### src/rtl/itoa_pkg.sv
`timescale 1ns / 1ps
`default_nettype none

package itoa_pkg;

    // Request selector codes.
    localparam logic [3:0] FUNC_LIT   = 4'd0;
    localparam logic [3:0] FUNC_I16   = 4'd1;
    localparam logic [3:0] FUNC_U16   = 4'd2;
    localparam logic [3:0] FUNC_I32   = 4'd3;
    localparam logic [3:0] FUNC_U32   = 4'd4;
    localparam logic [3:0] FUNC_HEX16 = 4'd5;
    localparam logic [3:0] FUNC_HEX8  = 4'd6;
    localparam logic [3:0] FUNC_BIN16 = 4'd7;
    localparam logic [3:0] FUNC_BIN8  = 4'd8;

    // Character codes.
    localparam logic [7:0] CHAR_ZERO  = 8'h30;
    localparam logic [7:0] CHAR_ONE   = 8'h31;
    localparam logic [7:0] CHAR_MINUS = 8'h2D;
    localparam logic [7:0] CHAR_HEX_A = 8'h37; // 'A' minus ten

    // Power-of-ten positions: 0 is 10^9, 9 is 10^0.
    localparam logic [3:0] POS_START32 = 4'd0;
    localparam logic [3:0] POS_START16 = 4'd5;
    localparam logic [3:0] POS_LAST    = 4'd9;

    // Digit counts minus one for the shift-out modes.
    localparam logic [3:0] CNT_HEX16 = 4'd3;
    localparam logic [3:0] CNT_HEX8  = 4'd1;
    localparam logic [3:0] CNT_BIN16 = 4'd15;
    localparam logic [3:0] CNT_BIN8  = 4'd7;

    // Datapath actions, one per microcode step.
    typedef enum logic [3:0] {
        ACT_IDLE,
        ACT_LIT,
        ACT_NEG16,
        ACT_LD16,
        ACT_NEG32,
        ACT_LD32,
        ACT_ZCHK,
        ACT_SKIP,
        ACT_SUB,
        ACT_DIG,
        ACT_HSET16,
        ACT_HSET8,
        ACT_HEX,
        ACT_BSET16,
        ACT_BSET8,
        ACT_BIN
    } t_act;

    typedef logic [3:0] t_upc;

    // Microcode addresses.
    localparam t_upc UPC_IDLE   = 4'd0;
    localparam t_upc UPC_LIT    = 4'd1;
    localparam t_upc UPC_NEG16  = 4'd2;
    localparam t_upc UPC_LD16   = 4'd3;
    localparam t_upc UPC_NEG32  = 4'd4;
    localparam t_upc UPC_LD32   = 4'd5;
    localparam t_upc UPC_ZCHK   = 4'd6;
    localparam t_upc UPC_SKIP   = 4'd7;
    localparam t_upc UPC_SUB    = 4'd8;
    localparam t_upc UPC_DIG    = 4'd9;
    localparam t_upc UPC_HSET16 = 4'd10;
    localparam t_upc UPC_HEX    = 4'd11;
    localparam t_upc UPC_HSET8  = 4'd12;
    localparam t_upc UPC_BSET16 = 4'd13;
    localparam t_upc UPC_BIN    = 4'd14;
    localparam t_upc UPC_BSET8  = 4'd15;

    // One control word: the action, and where to go when the datapath
    // flag is set or clear.
    typedef struct packed {
        t_act act;
        t_upc tgt_t;
        t_upc tgt_f;
    } t_uword;

    // Sequencer to datapath.
    typedef struct packed {
        t_act act;
        logic load;
    } t_ctl;

    // Datapath to sequencer.
    typedef struct packed {
        logic flag;
        logic hold;
    } t_sts;

    function automatic t_uword uc_rom(input t_upc pc);
        t_uword w;
        unique case (pc)
            UPC_IDLE:   w = '{ACT_IDLE,   UPC_IDLE, UPC_IDLE};
            UPC_LIT:    w = '{ACT_LIT,    UPC_IDLE, UPC_IDLE};
            UPC_NEG16:  w = '{ACT_NEG16,  UPC_ZCHK, UPC_ZCHK};
            UPC_LD16:   w = '{ACT_LD16,   UPC_ZCHK, UPC_ZCHK};
            UPC_NEG32:  w = '{ACT_NEG32,  UPC_ZCHK, UPC_ZCHK};
            UPC_LD32:   w = '{ACT_LD32,   UPC_ZCHK, UPC_ZCHK};
            UPC_ZCHK:   w = '{ACT_ZCHK,   UPC_IDLE, UPC_SKIP};
            UPC_SKIP:   w = '{ACT_SKIP,   UPC_SKIP, UPC_SUB};
            UPC_SUB:    w = '{ACT_SUB,    UPC_SUB,  UPC_DIG};
            UPC_DIG:    w = '{ACT_DIG,    UPC_IDLE, UPC_SUB};
            UPC_HSET16: w = '{ACT_HSET16, UPC_HEX,  UPC_HEX};
            UPC_HEX:    w = '{ACT_HEX,    UPC_IDLE, UPC_HEX};
            UPC_HSET8:  w = '{ACT_HSET8,  UPC_HEX,  UPC_HEX};
            UPC_BSET16: w = '{ACT_BSET16, UPC_BIN,  UPC_BIN};
            UPC_BIN:    w = '{ACT_BIN,    UPC_IDLE, UPC_BIN};
            UPC_BSET8:  w = '{ACT_BSET8,  UPC_BIN,  UPC_BIN};
        endcase
        return w;
    endfunction

    // Entry point of each request; unused selectors stay idle.
    function automatic t_upc uc_entry(input logic [3:0] func);
        t_upc pc;
        unique case (func)
            FUNC_LIT:   pc = UPC_LIT;
            FUNC_I16:   pc = UPC_NEG16;
            FUNC_U16:   pc = UPC_LD16;
            FUNC_I32:   pc = UPC_NEG32;
            FUNC_U32:   pc = UPC_LD32;
            FUNC_HEX16: pc = UPC_HSET16;
            FUNC_HEX8:  pc = UPC_HSET8;
            FUNC_BIN16: pc = UPC_BSET16;
            FUNC_BIN8:  pc = UPC_BSET8;
            default:    pc = UPC_IDLE;
        endcase
        return pc;
    endfunction

    function automatic logic [31:0] pow10(input logic [3:0] pos);
        logic [31:0] p;
        unique case (pos)
            4'd0:    p = 32'd1000000000;
            4'd1:    p = 32'd100000000;
            4'd2:    p = 32'd10000000;
            4'd3:    p = 32'd1000000;
            4'd4:    p = 32'd100000;
            4'd5:    p = 32'd10000;
            4'd6:    p = 32'd1000;
            4'd7:    p = 32'd100;
            4'd8:    p = 32'd10;
            default: p = 32'd1;
        endcase
        return p;
    endfunction

    function automatic logic [7:0] hex_char(input logic [3:0] nib);
        logic [7:0] c;
        if (nib < 4'd10) begin
            c = CHAR_ZERO + {4'd0, nib};
        end else begin
            c = CHAR_HEX_A + {4'd0, nib};
        end
        return c;
    endfunction

endpackage

`default_nettype wire

### src/rtl/itoa_seq.sv
`timescale 1ns / 1ps
`default_nettype none

module itoa_seq (
    input  wire logic            i_clk,
    input  wire logic            i_rst_n,
    input  wire logic            i_in_valid,
    input  wire logic [3:0]      i_in_func,
    input  wire itoa_pkg::t_sts  i_sts,
    output itoa_pkg::t_ctl       o_ctl,
    output logic                 o_in_stall
);

    itoa_pkg::t_upc   r_pc;
    itoa_pkg::t_upc   n_pc;
    itoa_pkg::t_uword w_word;
    logic             w_accept;

    assign w_word     = itoa_pkg::uc_rom(r_pc);
    assign o_in_stall = (w_word.act != itoa_pkg::ACT_IDLE);
    assign w_accept   = i_in_valid && !o_in_stall;
    assign o_ctl.act  = w_word.act;
    assign o_ctl.load = w_accept;

    // The step holds while the datapath waits on the output register.
    always_comb begin
        priority if (i_sts.hold) begin
            n_pc = r_pc;
        end else if (w_word.act == itoa_pkg::ACT_IDLE) begin
            n_pc = w_accept ? itoa_pkg::uc_entry(i_in_func) : r_pc;
        end else begin
            n_pc = i_sts.flag ? w_word.tgt_t : w_word.tgt_f;
        end
    end

    always_ff @(posedge i_clk) begin
        if (!i_rst_n) begin
            r_pc <= itoa_pkg::UPC_IDLE;
        end else begin
            r_pc <= n_pc;
        end
    end

endmodule

`default_nettype wire

### src/rtl/itoa_dp.sv
`timescale 1ns / 1ps
`default_nettype none

module itoa_dp (
    input  wire logic            i_clk,
    input  wire logic            i_rst_n,
    input  wire itoa_pkg::t_ctl  i_ctl,
    input  wire logic [31:0]     i_in_value,
    input  wire logic            i_out_stall,
    output itoa_pkg::t_sts       o_sts,
    output logic                 o_out_valid,
    output logic [7:0]           o_out_ascii_char,
    output logic                 o_out_last
);

    logic [31:0] r_val;
    logic [31:0] n_val;
    logic [3:0]  r_pos;
    logic [3:0]  n_pos;
    logic [3:0]  r_dig;
    logic [3:0]  n_dig;
    logic        r_ovalid;
    logic [7:0]  r_char;
    logic        r_last;

    logic [31:0] w_pow;
    logic [32:0] w_diff;
    logic        w_ge;
    logic [16:0] w_mag16;
    logic        w_emit;
    logic [7:0]  w_char;
    logic        w_last;
    logic        w_flag;
    logic        w_hold;

    assign w_pow   = itoa_pkg::pow10(r_pos);
    assign w_diff  = {1'b0, r_val} - {1'b0, w_pow};
    assign w_ge    = !w_diff[32];
    assign w_mag16 = 17'h10000 - {1'b0, r_val[15:0]};

    always_comb begin
        n_val  = r_val;
        n_pos  = r_pos;
        n_dig  = r_dig;
        w_emit = 1'b0;
        w_char = itoa_pkg::CHAR_ZERO;
        w_last = 1'b0;
        w_flag = 1'b0;
        unique case (i_ctl.act)
            itoa_pkg::ACT_IDLE: begin
                if (i_ctl.load) begin
                    n_val = i_in_value;
                end
            end
            itoa_pkg::ACT_LIT: begin
                w_emit = 1'b1;
                w_char = r_val[7:0];
                w_last = 1'b1;
            end
            itoa_pkg::ACT_NEG16: begin
                w_emit = r_val[15];
                w_char = itoa_pkg::CHAR_MINUS;
                n_val  = r_val[15] ? {15'd0, w_mag16} : {16'd0, r_val[15:0]};
                n_pos  = itoa_pkg::POS_START16;
            end
            itoa_pkg::ACT_LD16: begin
                n_val = {16'd0, r_val[15:0]};
                n_pos = itoa_pkg::POS_START16;
            end
            itoa_pkg::ACT_NEG32: begin
                w_emit = r_val[31];
                w_char = itoa_pkg::CHAR_MINUS;
                n_val  = r_val[31] ? (~r_val + 32'd1) : r_val;
                n_pos  = itoa_pkg::POS_START32;
            end
            itoa_pkg::ACT_LD32: begin
                n_pos = itoa_pkg::POS_START32;
            end
            itoa_pkg::ACT_ZCHK: begin
                w_flag = (r_val == 32'd0);
                w_emit = w_flag;
                w_last = 1'b1;
            end
            itoa_pkg::ACT_SKIP: begin
                w_flag = (r_pos < itoa_pkg::POS_LAST) && !w_ge;
                n_dig  = 4'd0;
                if (w_flag) begin
                    n_pos = r_pos + 4'd1;
                end
            end
            itoa_pkg::ACT_SUB: begin
                w_flag = w_ge;
                if (w_ge) begin
                    n_val = w_diff[31:0];
                    n_dig = r_dig + 4'd1;
                end
            end
            itoa_pkg::ACT_DIG: begin
                w_flag = (r_pos == itoa_pkg::POS_LAST);
                w_emit = 1'b1;
                w_char = itoa_pkg::CHAR_ZERO + {4'd0, r_dig};
                w_last = w_flag;
                n_dig  = 4'd0;
                n_pos  = r_pos + 4'd1;
            end
            itoa_pkg::ACT_HSET16: begin
                n_val = {r_val[15:0], 16'd0};
                n_pos = itoa_pkg::CNT_HEX16;
            end
            itoa_pkg::ACT_HSET8: begin
                n_val = {r_val[7:0], 24'd0};
                n_pos = itoa_pkg::CNT_HEX8;
            end
            itoa_pkg::ACT_HEX: begin
                w_flag = (r_pos == 4'd0);
                w_emit = 1'b1;
                w_char = itoa_pkg::hex_char(r_val[31:28]);
                w_last = w_flag;
                n_val  = {r_val[27:0], 4'd0};
                n_pos  = r_pos - 4'd1;
            end
            itoa_pkg::ACT_BSET16: begin
                n_val = {r_val[15:0], 16'd0};
                n_pos = itoa_pkg::CNT_BIN16;
            end
            itoa_pkg::ACT_BSET8: begin
                n_val = {r_val[7:0], 24'd0};
                n_pos = itoa_pkg::CNT_BIN8;
            end
            itoa_pkg::ACT_BIN: begin
                w_flag = (r_pos == 4'd0);
                w_emit = 1'b1;
                w_char = r_val[31] ? itoa_pkg::CHAR_ONE : itoa_pkg::CHAR_ZERO;
                w_last = w_flag;
                n_val  = {r_val[30:0], 1'b0};
                n_pos  = r_pos - 4'd1;
            end
        endcase
    end

    // A step that emits waits while the output register is full and stalled.
    assign w_hold     = w_emit && r_ovalid && i_out_stall;
    assign o_sts.flag = w_flag;
    assign o_sts.hold = w_hold;

    always_ff @(posedge i_clk) begin
        if (!i_rst_n) begin
            r_val    <= 32'd0;
            r_pos    <= 4'd0;
            r_dig    <= 4'd0;
            r_ovalid <= 1'b0;
        end else if (!w_hold) begin
            r_val <= n_val;
            r_pos <= n_pos;
            r_dig <= n_dig;
            if (w_emit) begin
                r_ovalid <= 1'b1;
            end else if (!i_out_stall) begin
                r_ovalid <= 1'b0;
            end
        end
    end

    always_ff @(posedge i_clk) begin
        if (w_emit && !w_hold) begin
            r_char <= w_char;
            r_last <= w_last;
        end
    end

    assign o_out_valid      = r_ovalid;
    assign o_out_ascii_char = r_char;
    assign o_out_last       = r_last;

endmodule

`default_nettype wire

### src/rtl/integer_to_ascii_formatter_unit.sv
`timescale 1ns / 1ps
`default_nettype none

// Channel   Direction  Handshake                  Beat payload
// request   in         i_in_valid / o_in_stall    i_in_func, i_in_value
// character out        o_out_valid / i_out_stall  o_out_ascii_char, o_out_last
//
// A request is taken while the block is idle, then one microcode step per cycle unless a stall holds it.
// Hex and binary: one setup step, then one character per cycle unless the output stalls.
// Decimal: a load or sign step, a zero check, one step per skipped power of
// ten plus one, and for each printed digit d, d + 2 steps; the subtract loop
// sets this figure.
// Reset (synchronous, active low) returns the sequencer to idle and empties
// the output register. A stall on the character channel holds the emitting
// step; the next character waits until the output register is free.

module integer_to_ascii_formatter_unit (
    input  wire logic        i_clk,
    input  wire logic        i_rst_n,
    input  wire logic        i_in_valid,
    output logic             o_in_stall,
    input  wire logic [3:0]  i_in_func,
    input  wire logic [31:0] i_in_value,
    output logic             o_out_valid,
    input  wire logic        i_out_stall,
    output logic [7:0]       o_out_ascii_char,
    output logic             o_out_last
);

    // The sequencer steps through the control program, and the datapath
    // holds the remaining value, the power-of-ten position (or the count of
    // digits left, less one, in the shift modes), the digit being counted, and the
    // output register that separates the work from the character channel.
    itoa_pkg::t_ctl w_ctl;
    itoa_pkg::t_sts w_sts;

    itoa_seq u_seq (
        .i_clk      (i_clk),
        .i_rst_n    (i_rst_n),
        .i_in_valid (i_in_valid),
        .i_in_func  (i_in_func),
        .i_sts      (w_sts),
        .o_ctl      (w_ctl),
        .o_in_stall (o_in_stall)
    );

    itoa_dp u_dp (
        .i_clk            (i_clk),
        .i_rst_n          (i_rst_n),
        .i_ctl            (w_ctl),
        .i_in_value       (i_in_value),
        .i_out_stall      (i_out_stall),
        .o_sts            (w_sts),
        .o_out_valid      (o_out_valid),
        .o_out_ascii_char (o_out_ascii_char),
        .o_out_last       (o_out_last)
    );

endmodule

`default_nettype wire

### config.mk
export PLATFORM = sky130hd
export DESIGN_NAME = integer_to_ascii_formatter_unit
export DESIGN_NICKNAME = d
export VERILOG_FILES = /design/src/rtl/itoa_pkg.sv /design/src/rtl/itoa_seq.sv /design/src/rtl/itoa_dp.sv /design/src/rtl/integer_to_ascii_formatter_unit.sv
export SDC_FILE = /design/constraint.sdc
export NUM_CORES = 1
export LEC_CHECK = 0
export ABC_AREA = 0
export BUFFER_PORTS_ARGS = -buffer_cell sky130_fd_sc_hd__buf_2
export CELL_PAD_IN_SITES_DETAIL_PLACEMENT = 0
export CELL_PAD_IN_SITES_GLOBAL_PLACEMENT = 1
export CORE_UTILIZATION = 46
export DETAILED_ROUTE_END_ITERATION = 12
export GPL_ROUTABILITY_DRIVEN = 0
export PLACE_DENSITY = 0.81
export SYNTH_ARGS = -nofsm -noshare
export SYNTH_HDL_FRONTEND = slang
export SYNTH_SLANG_ARGS = --single-unit
### constraint.sdc
create_clock -name i_clk -period 6.05 [get_ports i_clk]
set_clock_uncertainty 0.2 [all_clocks]
set_input_delay 0.605 -clock i_clk [delete_from_list [all_inputs] [get_ports i_clk]]
set_output_delay 0.605 -clock i_clk [all_outputs]
set_load 0.02 [all_outputs]
Yosys cells after proc, flatten, opt, wreduce, memory -nomap -nowiden
Memories as Yosys holds them, arrays and structs flattened. A register that Yosys moved wholly into a read port is not among the register bits. Index checks and enable logic that the tools add are counted.

Add/subtract/negate cells: 9. $lt $le $gt $ge: 2. Equality and inequality tests: 22. Multiplexer cells: 24. Bitwise logic cells: 3. Reduce and logical (&&, ||, !) cells: 33.

Operator list (count): $pmux W32 S9 (1); $mux W32 (3); $pmux W8 S5 (1); $eq A4 B4 Y1 const B (9); $mux W4 (9); $pmux W4 S9 (1); $sub A32 B32 Y33 (1); $add A32 B1 Y32 const B (1); $logic_not A32 Y1 (1); $not A32 Y32 (1); $add A6 B4 Y7 const A (3); $reduce_bool A9 Y1 (2); $mux W17 (1); $sub A17 B16 Y17 const A (1); $eq A4 B3 Y1 const B (4); $reduce_or A2 Y1 (8); $add A4 B1 Y4 const B (2); $eq A4 B2 Y1 const B (2); $logic_not A4 Y1 (2); $lt A4 B4 Y1 const B (2); $mux W8 (1); $ne A2 B1 Y1 const B (4); $pmux W4 S2 (1); $reduce_bool A8 Y1 (1); other kinds (19) (31).

Register bits after elaboration: 54. ROM bits: 736. Bits of input ports: 40. Word-level logic and storage cells: 106. Memories: 3.

Memory list: (no name shown) (words 16, width 30, read ports 1, clocked after memory_dff 1, write ports 0, line itoa_pkg.sv:137) `unique case (pos)`; (no name shown) (words 16, width 12, read ports 1, clocked after memory_dff 1, write ports 0, line itoa_pkg.sv:96) `unique case (pc)`; (no name shown) (words 16, width 4, read ports 1, clocked after memory_dff 0, write ports 0, line itoa_pkg.sv:120) `unique case (func)`.

Longest topological paths before layout
Depth after elaboration: 9. Mapped depth: 20.

By module
Synthesis repeated with hierarchy kept, for this count alone.

Cells, all modules: 1058. Area total of the unflattened synthesis: 8020.2 um2.

By module, submodules not included: itoa_dp (instances 1, cells an instance 951, area each 7065.5 um2, seq. area each 1551.5 um2); itoa_seq (instances 1, cells an instance 107, area each 954.7 um2, seq. area each 320.3 um2).

Least setup slack after synthesis
OpenSTA, ideal clock, no wires.

Path kind: register -> register. Start: register u_dp.r_val[0]. End: register, netlist name u_dp.w_pow[3]. Setup time: 0.119 ns. Data arrival time: 4.141 ns. Required time: 5.731 ns. Setup slack: 1.590 ns. Cell stages (with the launch flop): 20. Buffers on the path: 2. Path through: dfxtp_1 > clkbuf_1 > inv_1 > ha_1 > inv_1 > fa_1 > a211oi_1 > o211ai_1 > a311o_1 > o2111a_1 > or3_1 > a221o_2 > buf_4 > inv_1 > o21ai_1 > nor2_1 > inv_1 > ha_1 > and3_1 > o21bai_1.

Word-level cells in the longest chain between the ends: 8.

Ends and longest elaborated chain: start, declared (line itoa_dp.sv:16) `logic [31:0] r_val;`; start signal, assigned (line itoa_dp.sv:153) `r_val <= n_val;`; branches (longest 5 deep; another with $sub A32 B32 Y33); $reduce_and A3 Y1 (no line) (*); $mux W4 (no line) (*) (2 in a row).

Mark *: on every way between the ends. A chain may end at the register's enable or synchronous reset.

Worst setup path in the final report
Start: register u_dp.r_val[0]. End: register, netlist name u_dp.w_pow[3].

Word-level cells in the longest chain between the ends: 8.

Ends and longest elaborated chain: branches (longest 5 deep; another with $sub A32 B32 Y33); $reduce_and A3 Y1 (no line) (*); $mux W4 (no line) (*) (2 in a row).

Marks and branches as above.

==> impl_metrics.tcl <==
set metrics [dict create \
    synth_seq_area_share_pct 25.3 \
    synth_edf_count 9 \
    cts_tree "built" \
    p_switching_mw 2.81 \
    synth_top_family_by_area "compound AO/OA/AOI/OAI gates" \
    rsz0062_at_grt "no" \
    max_cap_viol_count 0 \
    path_class "register to register" \
    avgSynthCellArea_um2 7.58 \
    root_buffer "clkbuf_16" \
    yosysWarnings 0 \
    cts_made_buffers 9 \
    dp.cells 1174 \
    worst_ep_required_time_ns 6.10 \
    fin_nets 1063 \
    cts_hold_buf 0 \
    synthArstFlopShare_pct 0 \
    swShare_pct 52.6 \
    path_cells "inv_1 -> ha_1 -> inv_1 -> fa_1 -> a211oi_1 -> o211ai_1 -> a311o_1 -> o2111a_1 -> or3_1 -> a221o_2 -> inv_1 -> o21ai_1 -> nor2_1 -> inv_1 -> ha_1 -> and3_1 -> o21bai_1" \
    first_pass_iters 6 \
    power_per_cell_area_nw_per_um2 667 \
    ys.flop_type "dfxtp_1" \
    crit_arrival_ns 4.99 \
    synthSimpleGateAreaFrac_pct 20.9 \
    cts_sinks 89 \
    syn-instance-count 975 \
    setup_viol 0 \
    cp_slowest_cell "a221o_2" \
    p_int_mw 2.53 \
    synth_xor_area_share_pct 6.04 \
    yosysUniqueCellTypes 75 \
    drt_iter0_markers 927 \
    dp_slack_ns 1.16 \
    final_cells 1190 \
    drc_errors 0 \
    synth.cell_area_um2 7390 \
    synth_top_area_share_pct 21.7 \
    synth-compound-area-share_pct 30.1 \
    fin_setup_tns_ns 0 \
    post_cts_buffers 0 \
    synthesis.nets 1064 \
    drive_gt1_share_pct 10.5 \
    viasPerCell 6.29 \
    core_um2 15400 \
    grt_usage_pct 30.5 \
    antenna_found_initial 0 \
    die_h_um 129 \
    synth-seq-cells 89 \
    status "finished clean" \
    crit_path_end_kind "register" \
    initial_core_util_pct 47.9 \
    die_x_um 129 \
    std_cell_rows 45 \
    pwr-share-comb_pct 66.0 \
    wirelength_um 24400 \
    ys_top_cells_by_area "dfxtp_1, ha_1, nand2_1" \
    synth_top_cell_by_area "dfxtp_1" \
    grt_pass1_wl_um 38400 \
    die-area_um2 16600 \
    ioPinCount 51 \
    hold_viol 0 \
    cp-start-kind "register" \
    grt_max_degree 42 \
    yosysMostFrequentCell "nand2_1" \
    fillers 1594 \
    area_growth_pct 8.50 \
    setup_slack_ns 1.10 \
    place_hpwl_um 17200 \
    worstHoldPathType "input port to register" \
    path_common_cell "inv_1" \
    synth_commonest_cells "nand2_1, nor2_1, dfxtp_1" \
    ctsResizeCount 0 \
    slowest_delay_ns 0.49 \
    vias 7483 \
    maxSlewViolCount 0 \
    cts_htree_levels 3 \
    clk_latency_ns 0.37 \
    io_buffers 50 \
    cts_max_path_buffers 2 \
    p_clk_share_pct 11.6 \
    maxSlewHeadroom_pct 27.1 \
    overflow 0 \
    synth_mux_area_share_pct 2.20 \
    synth_fa_ha_area_share_pct 8.50 \
    fin_util_pct 52.0 \
    grt_pass1_vias 6857 \
    finalPower_mw 5.35 \
    clk_transition_reported_paths_ns 0.07 \
    worst_ir_drop_vdd_v 0.000303 \
    min_period_over_period_pct 81.8 \
    drt-wirelength-per-cell_um 20.5 \
    worst_slew_pin_slew_ns 1.09 \
    ant_nets 0 \
    leakagePower_nw 3.31 \
    diodes 0 \
    critical_path_peak_fanout 8 \
    finalCriticalPeriod_ns 4.95 \
    max_clock_freq_mhz 202 \
    p_seq_share_pct 22.5 \
]
-- worst max-delay path: cells and delay by family, from the launching register on --
family	cells	cell delay [ns]
buffers and inverters	4	0.49
AOI/OAI and AO/OA	7	1.93
and+or+nand+nor	3	0.96
adders and majority gates	3	0.82
DFF	1	0.42
-- metal layers --
layer | global-route usage (%) | up-vias | routed length (µm)
met5 | 0 | - | 0
li1 | - | 3599 | -
met4 | 13.4 | 0 | 891
met1 | 40.3 | 3514 | 10700
met3 | 7.36 | 61 | 2090
met2 | 47.0 | 309 | 10700
-- worst paths after layout --
path                    startpoint                to  slack (ns)  cells past startpoint
hold reg to reg   u_dp.o_out_valid  u_dp.o_out_valid        0.36                      2
hold / removal      i_in_value[19]    u_dp.r_val[19]        0.32                      3
setup / recovery     u_dp.r_val[0]     u_dp.w_pow[3]        1.10                     17
setup reg to reg     u_dp.r_val[0]     u_dp.w_pow[3]        1.10                     17
-- layout make-up --
type / count / area (µm²) / share of cell area, %
multi-input cells: 758 / 5020 / 62.6
flip-flops and latches: 89 / 1870 / 23.3
repair buffers: 62 / 340 / 4.24
well taps: 211 / 264 / 3.29
clock buffers: 9 / 225 / 2.81
inverters: 54 / 203 / 2.53
clock inverters: 7 / 95.1 / 1.19
-- state kept, by name, indices dropped and copies added (netlist names) --
signal                 flops
u_dp.r_val                32
u_dp.w_pow                23
u_seq.w_word              12
u_dp.o_out_ascii_char      8
u_dp.r_dig                 4
u_dp.r_pos                 4
u_seq.r_pc                 4
u_dp.o_out_last            1
u_dp.o_out_valid           1
-- cell families (layout without fill, tap and decap cells) --
kind of cell,Yosys count,count (layout)
AOI/OAI and AO/OA,322,322
xor gates and xnor gates,51,51
adders and majority gates,49,49
buffers and inverters,128,132
DFF,89,89
muxes,16,16
and+or+nand+nor,320,320
-- power groups by stage --
stage	Sequential (mW)	Combinational (mW)	Clock, mW
2_1_floorplan	1.01	2.80	0
3_3_place_gp	1.20	3.47	0
3_5_place_dp	1.19	3.48	0
4_1_cts	1.18	3.50	0.635
5_1_grt	1.23	3.92	0.658
6_report	1.20	3.53	0.619
-- metrics by stage --
stage	instance area [µm²]	hold slack, ns
after floorplan	7390	0.279
after global placement	7700	0.342
after detailed placement	7700	0.347
after CTS	8020	0.314
after global routing	8020	0.347
final	8020	0.318
-- placed cells by master, fill, tap and decap left out, drive strengths merged, types with 31 or more instances in the layout --
cell type	Yosys	layout
nand2	100	100
buf	12	62
inv	54	58
xnor2	31	31
o21ai	73	73
dfxtp	80	80
a21oi	63	63
ha	47	47
nor2	91	91
(Power assumes the default switching activity.)
